===== config.mk =====
export PLATFORM = sky130hd
export DESIGN_NAME = tvc_front
export DESIGN_NICKNAME = d
export VERILOG_FILES = /design/src/sv/tvc_pkg.sv /design/src/sv/tvc_front.sv
export SDC_FILE = /design/constraint.sdc
export NUM_CORES = 1
export LEC_CHECK = 0
export ABC_CLOCK_PERIOD_IN_PS = 8260
export BUFFER_PORTS_ARGS = -buffer_cell sky130_fd_sc_hd__buf_2
export CAP_MARGIN = 0
export CORE_ASPECT_RATIO = 0.75
export CORE_UTILIZATION = 24
export DETAILED_ROUTE_END_ITERATION = 8
export SYNTH_ARGS = -nofsm -noshare
export SYNTH_HDL_FRONTEND = slang
export SYNTH_SLANG_ARGS = --single-unit

===== constraint.sdc =====
create_clock -name clock -period 8.26 [get_ports clock]
set_input_delay 0.413 -clock clock [delete_from_list [all_inputs] [get_ports clock]]
set_output_delay 0.413 -clock clock [all_outputs]
set_load 0.005 [all_outputs]

===== src/sv/tvc_pkg.sv =====
package tvc_pkg;

   // Configuration register indexes
   localparam logic [2:0] CSR_PHASE_INC  = 3'd0;
   localparam logic [2:0] CSR_DEPTH      = 3'd1;
   localparam logic [2:0] CSR_BASE       = 3'd2;
   localparam logic [2:0] CSR_MIX        = 3'd3;
   localparam logic [2:0] CSR_ACTIVE_CH  = 3'd4;

   localparam logic [19:0] PHASE_INC_RST = 20'd71583;
   localparam logic [18:0] DEPTH_RST     = 19'd73728;
   localparam logic [19:0] BASE_RST      = 20'd184320;
   localparam logic [15:0] MIX_RST       = 16'd11469;
   localparam logic [1:0]  ACTIVE_CH_RST = 2'd2;

   localparam logic [15:0] MIX_ONE       = 16'd32768;
   localparam logic [63:0] Q30_ONE       = 64'd1073741824;
   localparam logic [63:0] HALF_PI_Q30   = 64'd1686629713;

   typedef struct packed {
      logic signed [23:0] sample_ch1;
      logic signed [23:0] sample_ch0;
   } tvc_frame_type;

   typedef struct packed {
      logic          valid;
      tvc_frame_type frame;
   } tvc_queue_type;

   typedef struct packed {
      logic clearing;
      logic pop;
   } tvc_back_status_type;

   // Q15 sine of a 32-bit angle, Taylor series in Q30; elaboration use only
   function automatic logic signed [15:0] sine_q15(input logic [31:0] u);
      logic [1:0]  quad;
      logic [63:0] r;
      logic [63:0] a;
      logic [63:0] x;
      logic [63:0] x2;
      logic [63:0] t;
      logic [63:0] s;
      logic [63:0] v;
      quad = u[31:30];
      r    = {34'd0, u[29:0]};
      a    = quad[0] ? (Q30_ONE - r) : r;
      x    = (a * HALF_PI_Q30) >> 30;
      x2   = (x * x) >> 30;
      t    = Q30_ONE - x2 / 64'd110;
      t    = Q30_ONE - ((x2 * t) >> 30) / 64'd72;
      t    = Q30_ONE - ((x2 * t) >> 30) / 64'd42;
      t    = Q30_ONE - ((x2 * t) >> 30) / 64'd20;
      t    = Q30_ONE - ((x2 * t) >> 30) / 64'd6;
      s    = (x * t) >> 30;
      v    = (s + 64'd16384) >> 15;
      if (v > 64'd32767) begin
         v = 64'd32767;
      end
      return quad[1] ? -$signed(v[15:0]) : $signed(v[15:0]);
   endfunction

endpackage


===== src/sv/tvc_front.sv =====
module tvc_front import tvc_pkg::*; (
   input  logic                clock,
   input  logic                reset,
   input  logic                req_tvalid,
   output logic                req_tready,
   input  logic [47:0]         req_tdata,
   input  tvc_back_status_type back_status,
   output tvc_queue_type       queue_head
);

   tvc_frame_type slot_ff [2];
   logic          wr_ptr_ff;
   logic          rd_ptr_ff;
   logic [1:0]    count_ff;
   logic          push;
   logic          pop;
   logic [1:0]    count_in;

   assign req_tready = (count_ff != 2'd2) && !back_status.clearing;
   assign push       = req_tvalid && req_tready;
   assign pop        = back_status.pop && (count_ff != 2'd0);

   always_comb begin
      count_in = count_ff;
      if (push && !pop) begin
         count_in = count_ff + 2'd1;
      end else if (pop && !push) begin
         count_in = count_ff - 2'd1;
      end
   end

   always_ff @(posedge clock) begin
      if (reset) begin
         wr_ptr_ff <= 1'b0;
         rd_ptr_ff <= 1'b0;
         count_ff  <= 2'd0;
      end else begin
         count_ff <= count_in;
         if (push) begin
            wr_ptr_ff <= ~wr_ptr_ff;
         end
         if (pop) begin
            rd_ptr_ff <= ~rd_ptr_ff;
         end
      end
   end

   always_ff @(posedge clock) begin
      if (push) begin
         slot_ff[wr_ptr_ff] <= tvc_frame_type'(req_tdata);
      end
   end

   assign queue_head.valid = (count_ff != 2'd0);
   assign queue_head.frame = slot_ff[rd_ptr_ff];

endmodule


# Word-level counts from Yosys, hierarchy flattened
# Memory sizes are Yosys's and may differ from the RTL's. A register that Yosys moved wholly into a read port is not among the register bits.
# Index checks and enable logic that the tools add are counted.
# word_totals
register_bits	4
ramBits	96
input_bits	53
output_inout_bits	50
n_memories	1
# memory_table
memory	words	word_bits	rd	rd_ports_with_merged_regs	wr	line	source
slot_ff	2	48	1	1	1	tvc_front.sv:11	tvc_frame_type slot_ff [2];
# classes
addsub	2
n_eq_ne	1
n_mux	6
bitwise	2
reduce_logical	10
# ops
op	count
$logic_and 1x1->1	5
$mux 1	4
$mux 2	2
$reduce_bool 2->1	2
$logic_not 1->1	3
$add 2x1->2 const B	1
$ne 2x2->1 const B	1
$not 1->1	2
$sub 2x1->2 const B	1

# Logic depth before layout (Yosys ltp)
# Gate-level depths: netlist of the first run.
# depth
ltp_word	7
ltp_mapped	6

# Worst setup path after synthesis of the first run
# Ideal clock, no wire load.
# synth_timing
path_type	reg2reg
start	reg count_ff[1]
end	mem slot_ff[0][0] in the netlist's numbering, enable pin
setup_ns	0.459
arrival_time_ns	2.874
path_slack_ns	4.927
path_stages_with_launch	4
n_path_buf	0
period_less_slack_ns	3.333
cell_sequence	dfxtp_1 > nor2b_2 > nor3b_4 > nor2b_1
# synth_via
elab_chain_len	5
# synth_rtl
element	line	source
from (decl)	tvc_front.sv:14	logic [1:0] count_ff;
from (signal assigned)	tvc_front.sv:38	count_ff <= count_in;
$ne 2x2->1	tvc_front.sv:19	assign req_tready = (count_ff != 2'd2) && !back_status.clearing;
$logic_and 1x1->1	tvc_front.sv:19	
$logic_and 1x1->1	tvc_front.sv:20	assign push = req_tvalid && req_tready;
net push	tvc_front.sv:15	logic push;
$mux 1	tvc_front.sv:49	if (push) begin
$mux 1 (implied by the code)	tvc_front.sv:50	slot_ff[wr_ptr_ff] <= tvc_frame_type'(req_tdata);
to (decl)	tvc_front.sv:11	
# The timed path passes the listed nets, and every way through them passes these cells.

==> results of run 1 <==
[cell usage in the layout, fill, tap and decap left out, types with 2 or more instances in the layout]
cell and n:
mux2_2 48, clkbuf_16 9, clkinv_1 2, dfxtp_1 4, nor2_1 5, edfxtp_1 96, o21ai_0 2, buf_2 102
xor2_1 3
[registers in the layout, summed over array words and instances (netlist names), named ones only]
name       flops
slot_ff       96
count_ff       2
rd_ptr_ff      1
wr_ptr_ff      1
[metrics by stage]
stage / std cells / setup slack [ns] / utilization (%)
2_1_floorplan: 174 / 4.93 / -
3_3_place_gp: 472 / 6.02 / 30.2
3_5_place_dp: 472 / 5.97 / 30.2
4_1_cts: 488 / 5.68 / 32.1
5_1_grt: 488 / 5.61 / 32.1
6_report: 488 / 5.78 / 32.1
[where the power goes]
group | switching (mW) | internal (mW) | total (mW)
Clock | 0.174 | 0.234 | 0.409
Sequential | 0.0498 | 0.612 | 0.662
Combinational | 0.0993 | 0.148 | 0.247
[path summary, 6_finish.rpt]
path,from,to,cells after the start
max,flop,queue_head[42],2
min,req_tdata[37],slot_ff[0][37],1
max reg2reg,count_ff[1],slot_ff[1][15],3
min reg2reg,rd_ptr_ff,rd_ptr_ff,2
[critical path, delay by kind of cell (launching register included)]
| family | cells | cell delay (ns) |
|---|---|---|
| DFF | 1 | 1.13 |
| muxes | 1 | 0.45 |
| buffers and inverters | 1 | 0.13 |
[logic make-up after synthesis]
family / after synthesis / share of synthesized area, %
xor gates and xnor gates: 3 / 0.711
DFF: 101 / 80.7
and+or+nand+nor: 12 / 2.10
muxes: 49 / 14.9
AOI/OAI and AO/OA: 3 / 0.406
adders and majority gates: 1 / 0.338
buffers and inverters: 5 / 0.812
[area by class of cell]
type	instances	area [sq um]	share of cell area, %
flip-flops and latches	101	2980	63.0
well taps	200	250	5.28
repair buffers	103	518	10.9
multi-input cells	68	692	14.6
clock inverters	6	62.6	1.32
clock buffers	10	229	4.83
[routing by layer]
metal	vias up	share of wire (%)
li1	892	-
met1	921	46
met2	72	45
met3	9	7.7
met4	0	1.1
met5	-	0
==> flow_metrics.env, run 1 <==
export IMPL_maxCapViolCount=0
export IMPL_synth_edf_count=96
export IMPL_start_util_pct=25.1
export IMPL_grt_pass1_wl_um=10100
export IMPL_use_met3_pct=3.98
export IMPL_wl_per_cell_um=13.4
export IMPL_synth_top_area_share_pct=78.0
export IMPL_use_met2_pct=13.4
export IMPL_cts_buffers=9
export IMPL_skew_ns=0.00410
export IMPL_via_count=1894
export IMPL_power_leakage_nw=1.71
export IMPL_clkSinkCount=101
export IMPL_arrival_ns=2.06
export IMPL_diodes=0
export IMPL_power_density_nw_per_um2=278
export IMPL_maxSlewViolCount=0
export IMPL_synth_area_sq_um=3700
export IMPL_tns_ns=0
export IMPL_antenna_found_initial=0
export IMPL_drc=0
export IMPL_synth_avg_cell_area_sq_um=21.2
export IMPL_stdcell_area_sq_um=4740
export IMPL_htree_levels=3
export IMPL_ios=103
export IMPL_die_area_sq_um=15900
export IMPL_power_mw=1.32
export IMPL_path_clk_slew_ns=0.07
export IMPL_grt_total_usage_pct=8.57
export IMPL_worstPathRequired_ns=7.85
export IMPL_synth_warning_count=0
export IMPL_fin_nets=337
export IMPL_cts_buffer_depth=2
export IMPL_ir_worst_vdd_uv=85.8
export IMPL_status="completed"
export IMPL_crit_chain="mux2_2, buf_2"
export IMPL_endpoint_kind="primary output"
export IMPL_grt_pass1_vias=1957
export IMPL_grt_busiest_layer="met2"
export IMPL_holdWs_ns=0.262
export IMPL_seq_area_frac_synth_pct=80.7
export IMPL_synth_top_flop_cell="edfxtp_1"
export IMPL_period_share_pct=30.0
export IMPL_area_delta_synth_final_pct=28.1
export IMPL_critPathKind="reg2out"
export IMPL_synth_most_common_cell="edfxtp_1"
export IMPL_max_stage_delay_ns=1.13
export IMPL_dr_pass1_iters=4
export IMPL_cts_tree="built"
export IMPL_ant_nets=0
export IMPL_rsz0062_at_grt="false"
export IMPL_r2r_slack_ns=6.07
export IMPL_routabilityCongestion=0.739
export IMPL_port_buffers=102
export IMPL_die_w_um=145
export IMPL_syn_nets=228
export IMPL_rows=38
export IMPL_gr_usage_met1_pct=10.5
export IMPL_min_period_ns=2.48
export IMPL_clockRootBuffer="clkbuf_16"
export IMPL_syn_inst=174
export IMPL_wirelength_um=6560
export IMPL_dp_hpwl_um=4140
export IMPL_worstMarginPinSlew_ns=1.23
export IMPL_grt_overflow=0
export IMPL_synth_area_top_cells="edfxtp_1, mux2_2, dfxtp_1, xor2_1, nor2_1"
export IMPL_n_fill_cell=1468
export IMPL_slew_headroom_pct=17.9
export IMPL_hold_class="in2reg"
export IMPL_yosys_area_top_type="edfxtp_1"
export IMPL_placedInstanceArea_sq_um=4440
export IMPL_synthTopCellsByCount="edfxtp_1, mux2_2, dfxtp_1, nor2_1"
export IMPL_synth_async_reset_ratio_pct=0
export IMPL_crit_fanout=48
export IMPL_via_per_inst=3.88
export IMPL_cts_setup_buffers=0
export IMPL_hold_viol=0
export IMPL_dr_first_iter_drc_count=65
export IMPL_ys_ff_latch=101
export IMPL_grt_max_degree=49
export IMPL_clk_latency_ns=0.33
export IMPL_yosysUniqueCellTypes=17
export IMPL_max_freq_ghz=0.404
export IMPL_cts_hold_buf=0
export IMPL_setup_viol_count_final=0
export IMPL_cp_start_kind="flop"
export IMPL_fp_dieH_um=109
export IMPL_drive_gt1_share_pct=59.0
export IMPL_cp_slowest_cell="dfxtp_2"
export IMPL_post_cts_resized=0
export IMPL_design_core_area_sq_um=14700
Power figures use the tool's default switching activity.
==> run 2: changes to the inputs <==
--- a/config.mk
+++ b/config.mk
@@ -5,7 +5,8 @@
 export SDC_FILE = /design/constraint.sdc
 export NUM_CORES = 1
 export LEC_CHECK = 0
-export ABC_CLOCK_PERIOD_IN_PS = 8260
+export ABC_AREA = 1
+export ABC_CLOCK_PERIOD_IN_PS = 1990
 export BUFFER_PORTS_ARGS = -buffer_cell sky130_fd_sc_hd__buf_2
 export CAP_MARGIN = 0
 export CORE_ASPECT_RATIO = 0.75
==> constraint.sdc (replaced) <==
create_clock -name clock -period 1.99 [get_ports clock]
set_input_delay 0.0995 -clock clock [delete_from_list [all_inputs] [get_ports clock]]
set_output_delay 0.0995 -clock clock [all_outputs]
set_load 0.005 [all_outputs]
==> flow_metrics.env, run 2 <==
export IMPL_die_w_um=147
export IMPL_routabilityCongestion=0.780
export IMPL_status="completed"
export IMPL_synth_xor_xnor_area_share_pct=0
export IMPL_port_buffers=102
export IMPL_maxSlewViolCount=0
export IMPL_via_per_inst=3.86
export IMPL_diodes=0
export IMPL_cp_start_kind="flop"
export IMPL_synth_area_sq_um=3800
export IMPL_synth_top_area_share_pct=75.9
export IMPL_slew_headroom_pct=66.2
export IMPL_ant_nets=0
export IMPL_grt_pass1_wl_um=11100
export IMPL_rsz0062_at_grt="false"
export IMPL_synth_most_common_cell="edfxtp_1"
export IMPL_period_share_pct=86.9
export IMPL_synth_top_family_by_area="multiplexers"
export IMPL_clkSinkCount=101
export IMPL_max_stage_delay_ns=0.42
export IMPL_arrival_ns=1.63
export IMPL_clockRootBuffer="clkbuf_16"
export IMPL_setup_slack_ns=0.261
export IMPL_yosys_area_top_type="edfxtp_1"
export IMPL_synthSimpleGateAreaFrac_pct=2.21
export IMPL_dr_first_iter_drc_count=116
export IMPL_seq_area_frac_synth_pct=78.6
export IMPL_syn_nets=243
export IMPL_ys_ff_latch=101
export IMPL_skew_ns=0.00449
export IMPL_dp_slack_ns=0.498
export IMPL_grt_max_degree=32
export IMPL_path_clk_slew_ns=0.07
export IMPL_largest_registers="slot_ff (96), count_ff (2)"
export IMPL_rows=39
export IMPL_hold_class="in2reg"
export IMPL_drive_gt1_share_pct=48.7
export IMPL_wl_per_cell_um=12.8
export IMPL_area_delta_synth_final_pct=42.9
export IMPL_tns_ns=0
export IMPL_cts_buffer_depth=2
export IMPL_synth_edf_count=96
export IMPL_drc=0
export IMPL_via_count=2172
export IMPL_synth_compound_area_share_pct=0.527
export IMPL_synth_top_flop_cell="edfxtp_1"
export IMPL_power_leakage_nw=2.09
export IMPL_antenna_found_initial=0
export IMPL_dp_hpwl_um=4590
export IMPL_worstPathRequired_ns=1.89
export IMPL_htree_levels=3
export IMPL_final_core_util_pct=35.4
export IMPL_largest_reg_flops=96
export IMPL_endpoint_kind="primary output"
export IMPL_synth_avg_cell_area_sq_um=20.1
export IMPL_synth_warning_count=0
export IMPL_synth_fa_ha_area_share_pct=0.330
export IMPL_die_area_sq_um=16300
export IMPL_worstMarginPinSlew_ns=0.508
export IMPL_grt_total_usage_pct=8.93
export IMPL_setup_viol_count_final=0
export IMPL_hold_viol=0
export IMPL_grt_overflow=0
export IMPL_fin_nets=406
export IMPL_max_freq_ghz=0.578
export IMPL_clk_latency_ns=0.33
export IMPL_layout_common_cells="buf_2, edfxtp_1, dlygate4sd3_1, mux2_2, mux2_4"
export IMPL_grt_pass1_vias=2249
export IMPL_cts_buffers=9
export IMPL_start_util_pct=24.8
export IMPL_dr_pass1_iters=4
export IMPL_layout_commonest_cell="buf_2"
export IMPL_syn_inst=189
export IMPL_wirelength_um=7210
export IMPL_maxCapViolCount=0
export IMPL_ios=103
export IMPL_muxShareOfSynthArea_pct=16.2
export IMPL_synth_async_reset_ratio_pct=0
export IMPL_min_period_ns=1.73
export IMPL_synth_area_top_cells="edfxtp_1, mux2_2, mux2_4, dfxtp_1, inv_1"
export IMPL_design_core_area_sq_um=15300
export IMPL_top_register="slot_ff"
export IMPL_ir_worst_vdd_uv=392
export IMPL_cp_slowest_cell="buf_4"
export IMPL_crit_fanout=31
export IMPL_crit_chain="buf_4, mux2_2, buf_2"
export IMPL_fp_dieH_um=111
export IMPL_holdWs_ns=0.0812
export IMPL_yosysUniqueCellTypes=14
export IMPL_synthTopCellsByCount="edfxtp_1, mux2_2, mux2_4"
export IMPL_power_density_nw_per_um2=1020
export IMPL_cts_tree="built"
export IMPL_critPathKind="reg2out"
## run 2: cell count changes after synthesis, sizes merged
cell / before / now
xor2: 3 / 0
a21oi: 1 / 3
o21ai: 2 / 1
and2: 1 / 0
inv: 0 / 10
nor2b: 3 / 0
or3: 1 / 0
nand3: 0 / 3
nand4: 0 / 2
nor3b: 1 / 0
mux2: 49 / 48
nand2: 0 / 10
or2: 1 / 0
## run 2: report_power, final
| part | total [mW] | switching (mW) | internal, mW |
|---|---|---|---|
| Combinational | 0.897 | 0.409 | 0.488 |
| Clock | 2.10 | 0.739 | 1.36 |
| Sequential | 2.52 | 0.0385 | 2.48 |
## run 2: area by class of cell
cell class,count,area (sq um)
tap,205,256
clock inverter,6,134
fill,1470,9900
inverter,10,37.5
multi-input combinational,73,739
sequential,101,2980
clock buffer,10,229
timing repair buffer,157,1050
## run 2: final timing paths
path | from | endpoint | slack [ns] | depth (start not counted)
setup reg to reg | count_ff[0] | count_ff[1] | 0.48 | 10
hold reg to reg | rd_ptr_ff | flop | 0.53 | 2
setup / recovery | flop | queue_head[19] | 0.26 | 3
hold / removal | back_status[0] | flop | 0.08 | 3
## run 2: worst max-delay path: cells and delay by family, from the launching register on
kind / cells / cell delay, ns
mux: 1 / 0.41
flops: 1 / 0.33
buf+inv: 2 / 0.55
## run 2: routing by layer
metal  up-vias  global-route usage (%)  wire length, um
li1       1041                       -                -
met1      1050                    10.9             3270
met2        76                    14.7             3480
met3         5                    3.37              424
met4         0                    2.47               35
met5         -                       0                0
## run 2: logic make-up after synthesis
group / Yosys count
AO/OA/AOI/OAI: 4
flip-flops: 101
buffers and inverters: 15
AND/OR/NAND/NOR: 20
multiplexers: 48
adder cells (fa/ha/maj): 1
## run 2: what timing repair did
item                                   in CTS  in global routing
resized for setup                           0                  0
hold buffers                               49                  0
endpoints found under the hold margin      97                  0
buffers inserted                            0                  0
## run 2: metrics by stage
step / instance area (sq um) / instances / power [mW]
floorplan: 3800 / 189 / 3.07
global placement: 4570 / 497 / 3.38
detailed placement: 4570 / 497 / 3.40
CTS: 5430 / 562 / 5.58
global route: 5430 / 562 / 5.74
finish: 5430 / 562 / 5.51
==> run 3: changes to the inputs <==
--- a/config.mk
+++ b/config.mk
@@ -12,6 +12,8 @@
 export CORE_ASPECT_RATIO = 0.75
 export CORE_UTILIZATION = 24
 export DETAILED_ROUTE_END_ITERATION = 8
+export GPL_TIMING_DRIVEN = 0
+export RECOVER_POWER = 50
 export SYNTH_ARGS = -nofsm -noshare
 export SYNTH_HDL_FRONTEND = slang
 export SYNTH_SLANG_ARGS = --single-unit
==> flow_metrics.env, run 3 (same netlist as run 2, synthesis figures left out) <==
export IMPL_setup_viol_count_final=0
export IMPL_routabilityCongestion=0.671
export IMPL_clkSinkCount=101
export IMPL_hold_viol=0
export IMPL_placedInstanceArea_sq_um=4610
export IMPL_area_delta_synth_final_pct=40.3
export IMPL_antenna_found_initial=0
export IMPL_dr_first_iter_drc_count=78
export IMPL_ant_nets=0
export IMPL_min_period_ns=1.84
export IMPL_layout_common_cells="edfxtp_1, buf_2, dlygate4sd3_1, clkbuf_1, mux2_2"
export IMPL_dp_hpwl_um=4740
export IMPL_path_clk_slew_ns=0.07
export IMPL_clockRootBuffer="clkbuf_16"
export IMPL_hold_class="in2reg"
export IMPL_worstPathRequired_ns=2.03
export IMPL_timing_rr_start="count_ff[0]"
export IMPL_max_freq_ghz=0.543
export IMPL_maxCapViolCount=0
export IMPL_endpoint_kind="flop"
export IMPL_top_register="slot_ff"
export IMPL_power_leakage_nw=1.94
export IMPL_rsz0062_at_grt="false"
export IMPL_r2r_end="slot_ff[0][35]"
export IMPL_via_per_inst=3.85
export IMPL_fp_dieH_um=111
export IMPL_layout_commonest_cell="edfxtp_1"
export IMPL_ios=103
export IMPL_via_count=2173
export IMPL_status="completed"
export IMPL_grt_max_degree=26
export IMPL_cts_buffer_depth=2
export IMPL_start_util_pct=24.8
export IMPL_arrival_ns=1.88
export IMPL_power_density_nw_per_um2=943
export IMPL_slew_headroom_pct=52.8
export IMPL_cts_buffers=9
export IMPL_htree_levels=3
export IMPL_startpoint="count_ff[0]"
export IMPL_rows=39
export IMPL_drive_gt1_share_pct=37.3
export IMPL_crit_chain="inv_1, nand2_1, nand3_1, nor2_4, buf_12"
export IMPL_worstMarginPinSlew_ns=0.707
export IMPL_cp_start_kind="flop"
export IMPL_drc=0
export IMPL_fin_nets=408
export IMPL_clk_latency_ns=0.34
export IMPL_skew_ns=0.00757
export IMPL_grt_pass1_wl_um=11000
export IMPL_die_area_sq_um=16300
export IMPL_wirelength_um=7150
export IMPL_maxSlewViolCount=0
export IMPL_grt_overflow=0
export IMPL_r2r_slack_ns=0.15
export IMPL_design_core_area_sq_um=15300
export IMPL_crit_fanout=25
export IMPL_max_stage_delay_ns=0.49
export IMPL_die_w_um=147
export IMPL_holdWs_ns=0.0682
export IMPL_grt_pass1_vias=2199
export IMPL_cp_endpoint="slot_ff[0][35]"
export IMPL_power_mw=5.02
export IMPL_diodes=0
export IMPL_period_share_pct=92.6
export IMPL_largest_registers="slot_ff (96), count_ff (2)"
export IMPL_stdcell_area_sq_um=5330
export IMPL_wl_per_cell_um=12.7
export IMPL_dr_pass1_iters=4
export IMPL_cp_slowest_cell="nor2_4"
export IMPL_port_buffers=102
export IMPL_largest_reg_flops=96
export IMPL_ir_worst_vdd_uv=475
export IMPL_grt_total_usage_pct=9.01
export IMPL_r2r_cells=5
export IMPL_critPathKind="reg2reg"
export IMPL_cts_setup_buffers=0
export IMPL_cts_tree="built"
[run 3: power by group]
part / switching (mW) / leakage (nW) / internal (mW) / total (mW)
Combinational: 0.409 / 0.887 / 0.491 / 0.900
Clock: 0.750 / 0.132 / 0.851 / 1.60
Sequential: 0.0419 / 0.920 / 2.48 / 2.52
[run 3: area by class of cell]
class / instances / area (sq um)
well taps: 205 / 256
clock buffers: 9 / 225
repair buffers: 153 / 988
fillers: 1527 / 10000
flip-flops and latches: 101 / 2980
multi-input cells: 74 / 746
plain buffers: 5 / 37.5
clock inverters: 7 / 51.3
inverters: 10 / 37.5
[run 3: worst max-delay path: cells and delay by family, from the launching register on]
| kind | cells | cell delay (ns) |
|---|---|---|
| flip-flops | 1 | 0.32 |
| buffers and inverters | 2 | 0.35 |
| AND/OR/NAND/NOR | 3 | 0.84 |
[run 3: worst min path at each step]
stage | start | endpoint | slack (ns) | cells after the start
after global placement | reset | wr_ptr_ff | 0.28 | 2
after global routing | back_status[0] | flop | 0.09 | 3
final | back_status[0] | flop | 0.07 | 3
after CTS | back_status[0] | flop | 0.04 | 3
after detailed placement | req_tdata[13] | slot_ff[0][13] | 0.29 | 1
after floorplan | reset | wr_ptr_ff | 0.17 | 1
[run 3: stage by stage]
stage,setup TNS [ns],worst slack (ns),utilization [%],instances
after global placement,-38.36,-0.564,29.8,496
after floorplan,0,0.0806,-,189
after CTS,0,0.0594,35.1,563
after global routing,0,0.0296,34.8,564
after detailed placement,0,0.0745,30.1,498
final,0,0.148,34.8,564
[run 3: layer usage]
| layer | GRT usage, % | up-vias | share of wire (%) |
|---|---|---|---|
| li1 | - | 1048 | - |
| met1 | 10.6 | 1043 | 46 |
| met2 | 14.2 | 73 | 47 |
| met3 | 4.12 | 9 | 6.0 |
| met4 | 3.71 | 0 | 1.0 |
| met5 | 0 | - | 0 |
[run 3: timing repair]
item                       in CTS  in global routing
hold buffers                   49                  0
gates resized for setup         0                  0
hold endpoints to repair       97                  0
setup endpoints to repair       0                 25
